<file path="src/rtl/gpio_edge_pulse_capture_defines.svh">
// ----------------------------------------------------------------------------
// gpio_edge_pulse_capture_defines
// Assertion macros shared by the edge and pulse capture RTL.
// ----------------------------------------------------------------------------
`ifndef GPIO_EDGE_PULSE_CAPTURE_DEFINES_SVH
`define GPIO_EDGE_PULSE_CAPTURE_DEFINES_SVH

// Check a consequence in the same cycle as its cause.
`define GEP_ASSERT_IMPL(label, clk, rst, ante, cons, msg) \
   label: assert property (@(posedge clk) disable iff (rst) (ante) |-> (cons)) \
      else $error(msg);

// Check a consequence in the cycle after its cause.
`define GEP_ASSERT_NEXT(label, clk, rst, ante, cons, msg) \
   label: assert property (@(posedge clk) disable iff (rst) (ante) |=> (cons)) \
      else $error(msg);

`endif

</file>
<file path="src/rtl/gep_pkg.sv">
// ----------------------------------------------------------------------------
// gep_pkg
// Shared widths, register codes, types and helpers of the edge/pulse capture.
// ----------------------------------------------------------------------------
package gep_pkg;

   localparam int PIN_W         = 31;
   localparam int TIME_W        = 64;
   localparam int PIN_INDEX_W   = 5;
   localparam int CSR_INDEX_W   = 2;
   localparam int CSR_DATA_W    = 31;
   localparam int PIN_COUNT_DEF = 31;
   localparam int QUE_DEPTH     = 2;
   localparam int QUE_PTR_W     = $clog2(QUE_DEPTH);
   localparam int QUE_CNT_W     = $clog2(QUE_DEPTH + 1);

   typedef enum logic [CSR_INDEX_W-1:0] {
      CSR_IRQ_ENABLE   = 2'd0,
      CSR_ENABLED_PINS = 2'd1,
      CSR_PULSE_PINS   = 2'd2
   } csr_index_type;

   typedef struct packed {
      logic              irq_enable;
      logic [PIN_W-1:0]  enabled_pins;
      logic [PIN_W-1:0]  pulse_pins;
   } cfg_type;

   // One classified port event waiting for the back end
   typedef struct packed {
      logic [PIN_W-1:0]  fire;
      logic [PIN_W-1:0]  levels;
      logic [TIME_W-1:0] event_time;
   } entry_type;

   // Number of pins that really exist
   function automatic int active_pins(input int pin_count);
      return (pin_count < PIN_W) ? pin_count : PIN_W;
   endfunction

   // Mask with the low 'active' pins set
   function automatic logic [PIN_W-1:0] pin_mask(input int active);
      logic [PIN_W-1:0] m;
      for (int i = 0; i < PIN_W; i++) begin
         m[i] = (i < active);
      end
      return m;
   endfunction

   // Index of the lowest set bit, zero when none is set
   function automatic logic [PIN_INDEX_W-1:0] lowest_set(input logic [PIN_W-1:0] vec);
      logic [PIN_INDEX_W-1:0] idx;
      idx = '0;
      for (int i = PIN_W - 1; i >= 0; i--) begin
         if (vec[i]) begin
            idx = PIN_INDEX_W'(i);
         end
      end
      return idx;
   endfunction

endpackage

</file>
<file path="src/rtl/gep_front.sv">
// ----------------------------------------------------------------------------
// gep_front
// Accepts port events, compares levels with the awaited levels and queues
// the set of firing pins.
// ----------------------------------------------------------------------------
module gep_front import gep_pkg::*; #(
   parameter int PIN_COUNT = PIN_COUNT_DEF
) (
   input  logic              clock,
   input  logic              reset,
   input  cfg_type           cfg,
   input  logic              req_valid,
   output logic              req_stall,
   input  logic [PIN_W-1:0]  req_pin_levels,
   input  logic [TIME_W-1:0] req_event_time,
   input  logic              que_full,
   output logic              push,
   output entry_type         push_entry
);

   localparam int ACTIVE = active_pins(PIN_COUNT);
   localparam logic [PIN_W-1:0] ACT_MASK = pin_mask(ACTIVE);

   logic [PIN_W-1:0] await_low_ff;
   logic [PIN_W-1:0] await_low_in;
   logic [PIN_W-1:0] en_mask;
   logic [PIN_W-1:0] fire;
   logic             accept;
   logic             live;

   assign req_stall = que_full;
   assign accept    = req_valid && !que_full;
   assign live      = accept && cfg.irq_enable;

   // Classify: a pin fires when its level equals the awaited level
   assign en_mask = cfg.enabled_pins & ACT_MASK;
   assign fire    = (req_pin_levels ^ await_low_ff) & en_mask;

   // Drop events without firing pins
   assign push                  = live && (fire != '0);
   assign push_entry.fire       = fire;
   assign push_entry.levels     = req_pin_levels;
   assign push_entry.event_time = req_event_time;

   // Await the opposite of the current level on every enabled pin
   always_comb begin
      await_low_in = await_low_ff;
      if (live) begin
         await_low_in = (await_low_ff & ~en_mask) | (req_pin_levels & en_mask);
      end
   end

   always_ff @(posedge clock) begin
      if (reset) begin
         await_low_ff <= ACT_MASK;
      end else begin
         await_low_ff <= await_low_in;
      end
   end

endmodule

</file>
<file path="src/rtl/gep_queue.sv">
// ----------------------------------------------------------------------------
// gep_queue
// Short queue of classified port events between front and back end.
// ----------------------------------------------------------------------------
`include "gpio_edge_pulse_capture_defines.svh"

module gep_queue import gep_pkg::*; (
   input  logic      clock,
   input  logic      reset,
   input  logic      push,
   input  entry_type push_entry,
   input  logic      pop,
   output entry_type head,
   output logic      full,
   output logic      empty
);

   entry_type              mem_ff [QUE_DEPTH];
   logic [QUE_PTR_W-1:0]   wr_ptr_ff;
   logic [QUE_PTR_W-1:0]   wr_ptr_in;
   logic [QUE_PTR_W-1:0]   rd_ptr_ff;
   logic [QUE_PTR_W-1:0]   rd_ptr_in;
   logic [QUE_CNT_W-1:0]   count_ff;
   logic [QUE_CNT_W-1:0]   count_in;

   assign full  = (count_ff == QUE_CNT_W'(QUE_DEPTH));
   assign empty = (count_ff == '0);
   assign head  = mem_ff[rd_ptr_ff];

   // Advance pointers and occupancy
   always_comb begin
      wr_ptr_in = push ? wr_ptr_ff + 1'b1 : wr_ptr_ff;
      rd_ptr_in = pop  ? rd_ptr_ff + 1'b1 : rd_ptr_ff;
      count_in  = count_ff;
      if (push && !pop) begin
         count_in = count_ff + 1'b1;
      end else if (pop && !push) begin
         count_in = count_ff - 1'b1;
      end
   end

   always_ff @(posedge clock) begin
      if (reset) begin
         wr_ptr_ff <= '0;
         rd_ptr_ff <= '0;
         count_ff  <= '0;
      end else begin
         wr_ptr_ff <= wr_ptr_in;
         rd_ptr_ff <= rd_ptr_in;
         count_ff  <= count_in;
      end
   end

   // Store the pushed transaction
   always_ff @(posedge clock) begin
      if (push) begin
         mem_ff[wr_ptr_ff] <= push_entry;
      end
   end

   `GEP_ASSERT_IMPL(a_que_no_overflow, clock, reset, push, !full, "queue push while full")
   `GEP_ASSERT_IMPL(a_que_no_underflow, clock, reset, pop, !empty, "queue pop while empty")
   `GEP_ASSERT_NEXT(a_que_count_up, clock, reset, push && !pop,
      count_ff == $past(count_ff) + 1'b1, "queue count did not rise")

endmodule

</file>
<file path="src/rtl/gep_back.sv">
// ----------------------------------------------------------------------------
// gep_back
// Walks the firing pins of one port event, one pin per cycle while rsp is
// not stalled, keeps per-pin pulse start times and drives the result register.
// ----------------------------------------------------------------------------
`include "gpio_edge_pulse_capture_defines.svh"

module gep_back import gep_pkg::*; #(
   parameter int PIN_COUNT = PIN_COUNT_DEF
) (
   input  logic                   clock,
   input  logic                   reset,
   input  cfg_type                cfg,
   input  logic                   que_empty,
   input  entry_type              head,
   output logic                   pop,
   output logic                   rsp_valid,
   input  logic                   rsp_stall,
   output logic [PIN_INDEX_W-1:0] rsp_pin_index,
   output logic                   rsp_rising,
   output logic                   rsp_is_pulse,
   output logic [TIME_W-1:0]      rsp_time_value,
   output logic                   rsp_last_of_run
);

   localparam int ACTIVE    = active_pins(PIN_COUNT);
   localparam int MEM_IDX_W = (ACTIVE > 1) ? $clog2(ACTIVE) : 1;

   // Scan state of the current transaction
   logic [PIN_W-1:0]       rem_ff;
   logic [PIN_W-1:0]       rem_in;
   logic [PIN_W-1:0]       levels_ff;
   logic [TIME_W-1:0]      time_ff;

   // Pulse start times; nz_ff marks a stored nonzero time
   logic [TIME_W-1:0]      prev_mem_ff [ACTIVE];
   logic [PIN_W-1:0]       nz_ff;
   logic [PIN_W-1:0]       nz_in;

   // Result register
   logic                   rsp_valid_ff;
   logic                   rsp_valid_in;
   logic [PIN_INDEX_W-1:0] rsp_pin_index_ff;
   logic                   rsp_rising_ff;
   logic                   rsp_is_pulse_ff;
   logic [TIME_W-1:0]      rsp_time_value_ff;
   logic                   rsp_last_of_run_ff;

   logic [PIN_INDEX_W-1:0] sel_idx;
   logic [MEM_IDX_W-1:0]   mem_idx;
   logic [PIN_W-1:0]       sel_bit;
   logic [PIN_W-1:0]       emit_rem;
   logic [TIME_W-1:0]      prev_rd;
   logic [TIME_W-1:0]      duration;
   logic                   out_free;
   logic                   step;
   logic                   is_pulse;
   logic                   emit;
   logic                   last;

   // Pick the lowest remaining firing pin
   assign sel_idx = lowest_set(rem_ff);
   assign mem_idx = sel_idx[MEM_IDX_W-1:0];
   assign sel_bit = rem_ff & (~rem_ff + 1'b1);

   assign pop      = !que_empty && (rem_ff == '0);
   assign out_free = !rsp_valid_ff || !rsp_stall;
   assign step     = (rem_ff != '0) && out_free;

   // Suppress a pulse pin without a stored start time
   assign is_pulse = (sel_bit & cfg.pulse_pins) != '0;
   assign emit     = !is_pulse || ((sel_bit & nz_ff) != '0);
   assign emit_rem = rem_ff & (~cfg.pulse_pins | nz_ff);
   assign last     = (emit_rem & ~sel_bit) == '0;

   assign prev_rd  = prev_mem_ff[mem_idx];
   assign duration = time_ff - prev_rd;

   // Load a new transaction or retire the selected pin
   always_comb begin
      rem_in = rem_ff;
      nz_in  = nz_ff;
      if (pop) begin
         rem_in = head.fire;
      end else if (step) begin
         rem_in = rem_ff & ~sel_bit;
         if (is_pulse) begin
            nz_in = (nz_ff & ~sel_bit) | (time_ff != '0 ? sel_bit : '0);
         end
      end
   end

   // Hold the result while stalled
   always_comb begin
      rsp_valid_in = rsp_valid_ff;
      if (out_free) begin
         rsp_valid_in = step && emit;
      end
   end

   always_ff @(posedge clock) begin
      if (reset) begin
         rem_ff       <= '0;
         nz_ff        <= '0;
         rsp_valid_ff <= 1'b0;
      end else begin
         rem_ff       <= rem_in;
         nz_ff        <= nz_in;
         rsp_valid_ff <= rsp_valid_in;
      end
   end

   // Capture the popped transaction
   always_ff @(posedge clock) begin
      if (pop) begin
         levels_ff <= head.levels;
         time_ff   <= head.event_time;
      end
   end

   // Record the pulse start time
   always_ff @(posedge clock) begin
      if (step && is_pulse) begin
         prev_mem_ff[mem_idx] <= time_ff;
      end
   end

   // Load the result payload
   always_ff @(posedge clock) begin
      if (step && emit) begin
         rsp_pin_index_ff   <= sel_idx;
         rsp_rising_ff      <= (levels_ff & sel_bit) != '0;
         rsp_is_pulse_ff    <= is_pulse;
         rsp_time_value_ff  <= is_pulse ? duration : time_ff;
         rsp_last_of_run_ff <= last;
      end
   end

   assign rsp_valid       = rsp_valid_ff;
   assign rsp_pin_index   = rsp_pin_index_ff;
   assign rsp_rising      = rsp_rising_ff;
   assign rsp_is_pulse    = rsp_is_pulse_ff;
   assign rsp_time_value  = rsp_time_value_ff;
   assign rsp_last_of_run = rsp_last_of_run_ff;

   `GEP_ASSERT_IMPL(a_back_pop_idle, clock, reset, pop, rem_ff == '0, "pop during a scan")
   `GEP_ASSERT_NEXT(a_back_step_one, clock, reset, step,
      $countones(rem_ff) == $past($countones(rem_ff)) - 1,
      "scan did not retire exactly one pin")
   `GEP_ASSERT_NEXT(a_back_emit_shown, clock, reset, step && emit, rsp_valid_ff,
      "emitted pin not presented")

endmodule

</file>
<file path="src/rtl/gpio_edge_pulse_capture.sv">
// ----------------------------------------------------------------------------
// gpio_edge_pulse_capture
// Per-pin edge and pulse-width capture for one GPIO port.
// ----------------------------------------------------------------------------
// Usage:
//   req_*  : one port sense transaction (pin level snapshot and timestamp),
//            taken when req_valid is high and req_stall is low.
//   rsp_*  : one pin transaction per firing pin, ascending; none for a pulse
//            pin without start time; rsp_last_of_run ends a port transaction.
//   csr_*  : register write port (irq enable, enabled pins, pulse pins);
//            write only while the block is idle.
// Flow: a port transaction enters a two-entry queue the cycle it is taken;
//   the back end pops it once the previous pin walk is done, then walks one
//   firing pin per cycle (suppressed pulse pins included) while rsp is not
//   stalled. The first result passes the queue, the scan state and the
//   result register.
// The pin walk of the back end sets the rate; the front end keeps taking
//   transactions while the queue has room, so req_stall rises only when
//   the queue is full.
// A stalled rsp side holds the result register and freezes the pin walk.
// Reset: every active pin awaits low, pulse start times read as none, irq enabled,
//   no pins enabled, queue and result register empty.
// ----------------------------------------------------------------------------
module gpio_edge_pulse_capture import gep_pkg::*; #(
   parameter int PIN_COUNT = PIN_COUNT_DEF
) (
   input  logic                   clock,
   input  logic                   reset,
   input  logic                   csr_wr_en,
   input  logic [CSR_INDEX_W-1:0] csr_index,
   input  logic [CSR_DATA_W-1:0]  csr_wdata,
   input  logic                   req_valid,
   output logic                   req_stall,
   input  logic [PIN_W-1:0]       req_pin_levels,
   input  logic [TIME_W-1:0]      req_event_time,
   output logic                   rsp_valid,
   input  logic                   rsp_stall,
   output logic [PIN_INDEX_W-1:0] rsp_pin_index,
   output logic                   rsp_rising,
   output logic                   rsp_is_pulse,
   output logic [TIME_W-1:0]      rsp_time_value,
   output logic                   rsp_last_of_run
);

   cfg_type   cfg_ff;
   cfg_type   cfg_in;
   logic      que_push;
   entry_type que_push_entry;
   logic      que_pop;
   entry_type que_head;
   logic      que_full;
   logic      que_empty;

   // Apply register writes
   always_comb begin
      cfg_in = cfg_ff;
      if (csr_wr_en) begin
         unique case (csr_index_type'(csr_index))
            CSR_IRQ_ENABLE:   cfg_in.irq_enable   = csr_wdata[0];
            CSR_ENABLED_PINS: cfg_in.enabled_pins = csr_wdata;
            CSR_PULSE_PINS:   cfg_in.pulse_pins   = csr_wdata;
            default: begin
               cfg_in = cfg_ff;
            end
         endcase
      end
   end

   always_ff @(posedge clock) begin
      if (reset) begin
         cfg_ff.irq_enable   <= 1'b1;
         cfg_ff.enabled_pins <= '0;
         cfg_ff.pulse_pins   <= '0;
      end else begin
         cfg_ff <= cfg_in;
      end
   end

   gep_front #(
      .PIN_COUNT (PIN_COUNT)
   ) u_front (
      .clock          (clock),
      .reset          (reset),
      .cfg            (cfg_ff),
      .req_valid      (req_valid),
      .req_stall      (req_stall),
      .req_pin_levels (req_pin_levels),
      .req_event_time (req_event_time),
      .que_full       (que_full),
      .push           (que_push),
      .push_entry     (que_push_entry)
   );

   gep_queue u_queue (
      .clock      (clock),
      .reset      (reset),
      .push       (que_push),
      .push_entry (que_push_entry),
      .pop        (que_pop),
      .head       (que_head),
      .full       (que_full),
      .empty      (que_empty)
   );

   gep_back #(
      .PIN_COUNT (PIN_COUNT)
   ) u_back (
      .clock           (clock),
      .reset           (reset),
      .cfg             (cfg_ff),
      .que_empty       (que_empty),
      .head            (que_head),
      .pop             (que_pop),
      .rsp_valid       (rsp_valid),
      .rsp_stall       (rsp_stall),
      .rsp_pin_index   (rsp_pin_index),
      .rsp_rising      (rsp_rising),
      .rsp_is_pulse    (rsp_is_pulse),
      .rsp_time_value  (rsp_time_value),
      .rsp_last_of_run (rsp_last_of_run)
   );

endmodule
</file>
<file path="config.mk">
export PLATFORM = sky130hd
export DESIGN_NAME = gpio_edge_pulse_capture
export DESIGN_NICKNAME = d
export VERILOG_FILES = /design/src/rtl/gep_pkg.sv /design/src/rtl/gep_front.sv /design/src/rtl/gep_queue.sv /design/src/rtl/gep_back.sv /design/src/rtl/gpio_edge_pulse_capture.sv
export VERILOG_INCLUDE_DIRS = /design/src /design/src/rtl
export SDC_FILE = /design/constraint.sdc
export NUM_CORES = 2
export LEC_CHECK = 0
export ABC_AREA = 1
export BUFFER_PORTS_ARGS = -buffer_cell sky130_fd_sc_hd__buf_4
export CORE_MARGIN = 5
export CORE_UTILIZATION = 51
export CTS_CLUSTER_SIZE = 12
export DETAILED_ROUTE_END_ITERATION = 16
export PLACE_DENSITY = 0.67
export SYNTH_ARGS = -nofsm -noshare
export SYNTH_HDL_FRONTEND = slang
export SYNTH_SLANG_ARGS = --single-unit
</file>
<file path="constraint.sdc">
create_clock -name clock -period 20.9 [get_ports clock]
set_clock_uncertainty 0.15 [all_clocks]
set_input_delay 2.09 -clock clock [delete_from_list [all_inputs] [get_ports clock]]
set_output_delay 2.09 -clock clock [all_outputs]
set_load 0.05 [all_outputs]
</file>
==> impl_summary.md <==
Critical path
The first element of the critical path is u_back.rem_ff[28]. The instance count on the critical path is 53. The critical register-to-register path startpoint is u_back.rem_ff[28]. The startpoint type of the worst setup path is a flip-flop. Broken down by cell family, the worst path's largest delay share belongs to simple AND/OR/NAND/NOR gates. In this design, the stage delay of the slowest critical-path cell is 0.89 ns. The depth of the worst register-to-register path is 53. The largest fanout on the critical path is 138. The cell repeated most along the worst path is sky130_fd_sc_hd__nand2_1.

The setup path with the least slack is of type reg2reg. The arrival time of the worst setup path is 10.33 ns. STA puts the critical path data required time at 21.38 ns. The worst setup path is captured at a flip-flop.

The cell with the largest stage delay on the worst path is sky130_fd_sc_hd__buf_4. The buffers plus inverters on the worst setup path is 8.

Floorplan
The I/O pin count is 207. The die covers 204000 µm². After floorplanning, the core was divided into 162 placement rows. The standard cell core area is 194000 µm². The initial cell density of the core is 51.1%. The vertical die dimension is 451 µm. The die boundary width is 451 µm.

Final layout
The net count of the finished layout is 7989. The fraction of layout cells with a size suffix above 1 is 10.0%. The most common cell after layout, fill and taps aside is sky130_fd_sc_hd__edfxtp_1. In the layout the commonest cells are 2403 x sky130_fd_sc_hd__edfxtp_1, 1810 x sky130_fd_sc_hd__nand2_1, 508 x sky130_fd_sc_hd__o22ai_1. The area growth from synthesis to layout is 12.6%. Once layout is done, the placed cells without fillers occupy 112000 µm². The repair_antennas step left the layout with diodes totalling 0.

Synth
The post-synthesis cell type count is 61. The most used flip-flop cell after synthesis is sky130_fd_sc_hd__edfxtp_1. The share of the Yosys chip area taken by registers is 75.9%. The synthesized area divided by synthesized cell count is 13.2 µm².

The synthesized design contains 2565 register bits. After synthesis, the cell types taking the most area are sky130_fd_sc_hd__edfxtp_1 73%, sky130_fd_sc_hd__nand2_1 6.8%, sky130_fd_sc_hd__dfxtp_1 3.3%, sky130_fd_sc_hd__o22ai_1 3.2%, sky130_fd_sc_hd__o21ai_0 2.4%. The total number of yosys warnings is 0.

The number of cells produced by synthesis is 7497. Yosys mapped a number of flops with a built-in enable equal to 2403. Of all flip-flops after synthesis, the portion carrying an async set or reset was 0%. Summing every instance area after synthesis gives 99300 µm². The top-area cell type share of the netlist area is 72.7%. Of all cell types, the one taking the most synthesized area is sky130_fd_sc_hd__edfxtp_1. The number of nets in the synthesized netlist is 7695.

Pwr
The power per cell area is 167 nW/µm². The clock network burns 23.2% of the power. The design internal power is 0.0112 W. The static leakage is 38.0 nW. The switching power as a share of total power is 40.0%.

Per report_power, the combinational group accounts for 39.9% of the total. The power dissipated by switching net loads is 0.00746 W. Sequential cells account for 36.9% of the total power. The peak supply drop is 212 µV.

Placed design
The cell area after placement is 104000 µm². The routability congestion estimate from global placement is 0.913. The count of buffers inserted at the top-level ports is 206.

Before CTS, the worst setup slack after placement is 11.06 ns. The detailed-placement wirelength estimate is 158 mm.

Detailed routing
In the final routed layout, each cell accounts on average for 28.0 µm. The wire length after detailed routing is 293 mm. The remaining antenna violation count after routing is 0. The number of DRC violations after detailed routing is 0. For this run, the detailed router's first-pass iteration total came to 6. In the routed layout, each cell is associated on average with a via count of 6.15.

The detailed router finished its first iteration with 8890 violations. Across all layers, the routed design uses 64400 vias.

GRT
Global routing consumed, over all layers together, 28.1% of the routing resources. Global routing finished with a remaining overflow of 0. The first global-routing pass estimated 420 mm of wire.

The number of global-route vias before repair is 61700. The number of antenna violations at the first check in global routing is 3. Entering global routing, the biggest net connects 145 pins.

STA
Once routing completed, OpenROAD measured the worst setup slack at 11.05 ns. The final count of hold timing violations is 0. The total negative slack is 0 ns. The minimum clock period is 9.85 ns. The worst-case headroom to the max-slew limit is 17.4%. The share of the cycle needed by the critical path after routing is 47.1%. The worst-margin pin slew is 1.23 ns.

The timing-limited maximum frequency is 0.102 GHz. The final number of setup-violating endpoints is 0. Setup repair after global routing left no endpoint under its margin. The number of slew-limit violations in the final report is 0.

CTS
The clock input transition at the sequential cells of the worst setup and hold paths is 0.06 ns. The number of clock buffers added by TritonCTS is 276. The post-CTS setup-driven buffer insertion count is 0. The number of instances resized during post-cts repair is 0.

The number of clock sinks is 2565. The TritonCTS clock tree is done. The number of buffers on the longest clock path is 4.

The maximum level of the CTS H-tree is 5. For this design, the CTS-stage hold fixing added 0 buffers. In this run the clock root is driven by a sky130_fd_sc_hd__clkbuf_16.

Clock latency on the worst-skew pair, taken at its later pin, is 0.93 ns.

Run status
The flow ran to the end, and the final reports show no timing, DRC or antenna violations.

Worst hold path
The path class of the lowest-slack min-delay path is reg2reg. The worst hold path begins at u_queue.rd_ptr_ff. The number of cells traversed by the worst hold path is 1.

Run
The tool flagged a number of max-cap violations equal to 0.
==> Yosys cell counts (5+ instances only) <==
library cell and number:
sky130_fd_sc_hd__buf_2 51, sky130_fd_sc_hd__clkinv_1 5, sky130_fd_sc_hd__clkbuf_1 252, sky130_fd_sc_hd__nand3_1 205
sky130_fd_sc_hd__a22oi_1 63, sky130_fd_sc_hd__nand2_1 1811, sky130_fd_sc_hd__a31oi_1 40, sky130_fd_sc_hd__nor2_8 11
sky130_fd_sc_hd__dfxtp_1 162, sky130_fd_sc_hd__nand4_1 292, sky130_fd_sc_hd__or2_1 7, sky130_fd_sc_hd__xor2_1 23
sky130_fd_sc_hd__inv_2 11, sky130_fd_sc_hd__edfxtp_1 2403, sky130_fd_sc_hd__buf_4 20, sky130_fd_sc_hd__o21ai_1 22
sky130_fd_sc_hd__o22ai_1 508, sky130_fd_sc_hd__nor4_1 31, sky130_fd_sc_hd__o21ai_0 479, sky130_fd_sc_hd__nand3b_1 11
sky130_fd_sc_hd__o21a_1 6, sky130_fd_sc_hd__o31ai_1 8, sky130_fd_sc_hd__buf_1 29, sky130_fd_sc_hd__ha_1 64
sky130_fd_sc_hd__or2_2 26, sky130_fd_sc_hd__nor3_1 20, sky130_fd_sc_hd__a211oi_1 15, sky130_fd_sc_hd__inv_1 265
sky130_fd_sc_hd__a221oi_1 7, sky130_fd_sc_hd__nor2_1 335, sky130_fd_sc_hd__a21boi_1 7, sky130_fd_sc_hd__a21oi_1 211
sky130_fd_sc_hd__xnor2_1 44
==> cell type report <==
| type | count | area, µm² |
|---|---|---|
| well taps | 2542 | 3180 |
| repair buffers | 374 | 2860 |
| inverters | 283 | 1120 |
| flip-flops and latches | 2565 | 75400 |
| fillers | 15100 | 82600 |
| clock buffers | 372 | 7440 |
| clock inverters | 40 | 214 |
| multi-input cells | 4291 | 21600 |
==> per-layer routing <==
metal	track usage [%]	up-vias	part of all wire [%]
met5	0	-	0.0055
met4	12.4	4	4.7
met3	4.89	616	10
met2	44.4	3745	47
met1	38.7	31800	38
li1	-	28200	-
==> sequential cells by signal, summed over array words and instances (netlist names), 2 cells and up, named ones only <==
name                   cells
u_back.prev_mem_ff      1984
u_back.rem_ff             31
u_back.time_ff            64
u_queue.count_ff           2
u_back.rsp_time_value     64
u_back.levels_ff          31
cfg_ff                    63
u_queue.mem_ff           252
u_back.rsp_pin_index       5
==> through the flow <==
step	utilization [%]	hold slack, ns	cells	power, W
after floorplan	-	0.276	7497	0.0117
after global placement	53.6	0.275	10100	0.0142
after detailed placement	53.6	0.288	10100	0.0143
after CTS	57.5	0.306	10500	0.0185
after global routing	57.5	0.328	10500	0.0195
final	57.5	0.304	10500	0.0186
==> power groups by stage <==
| stage | clock, W | sequential (W) | combinational, W |
|---|---|---|---|
| finish | 0.00433 | 0.00688 | 0.00743 |
| global route | 0.00459 | 0.00690 | 0.00800 |
| CTS | 0.00437 | 0.00688 | 0.00730 |
| detailed placement | 0 | 0.00698 | 0.00727 |
| global placement | 0 | 0.00697 | 0.00719 |
| floorplan | 0 | 0.00746 | 0.00419 |
==> logic make-up (layout without fill, tap and decap cells) <==
logic type / count (synthesis) / in the layout / share of synthesized area [%]
fa+ha+maj: 65 / 65 / 0.827
simple gates: 2767 / 2767 / 12.0
flops: 2565 / 2565 / 75.9
xor+xnor: 67 / 67 / 0.591
compound gates: 1392 / 1392 / 8.07
buf+inv: 641 / 1069 / 2.62
==> worst paths after layout <==
path	endpoint	slack, ns
worst min-delay path	flip-flop	0.30
worst max-delay path	u_back.rsp_time_value[62]	11.05
worst max register to register	u_back.rsp_time_value[62]	11.05
worst min register to register	flip-flop	0.30
==> worst reg2reg max path: cells and delay by family, from the launching register on <==
kind	cells	cell delay, ns
compound gates	10	2.15
xor+xnor	1	0.17
fa+ha+maj	1	0.36
buf+inv	8	3.02
flops	1	0.33
simple gates	33	3.40
(Power assumes the default switching activity.)
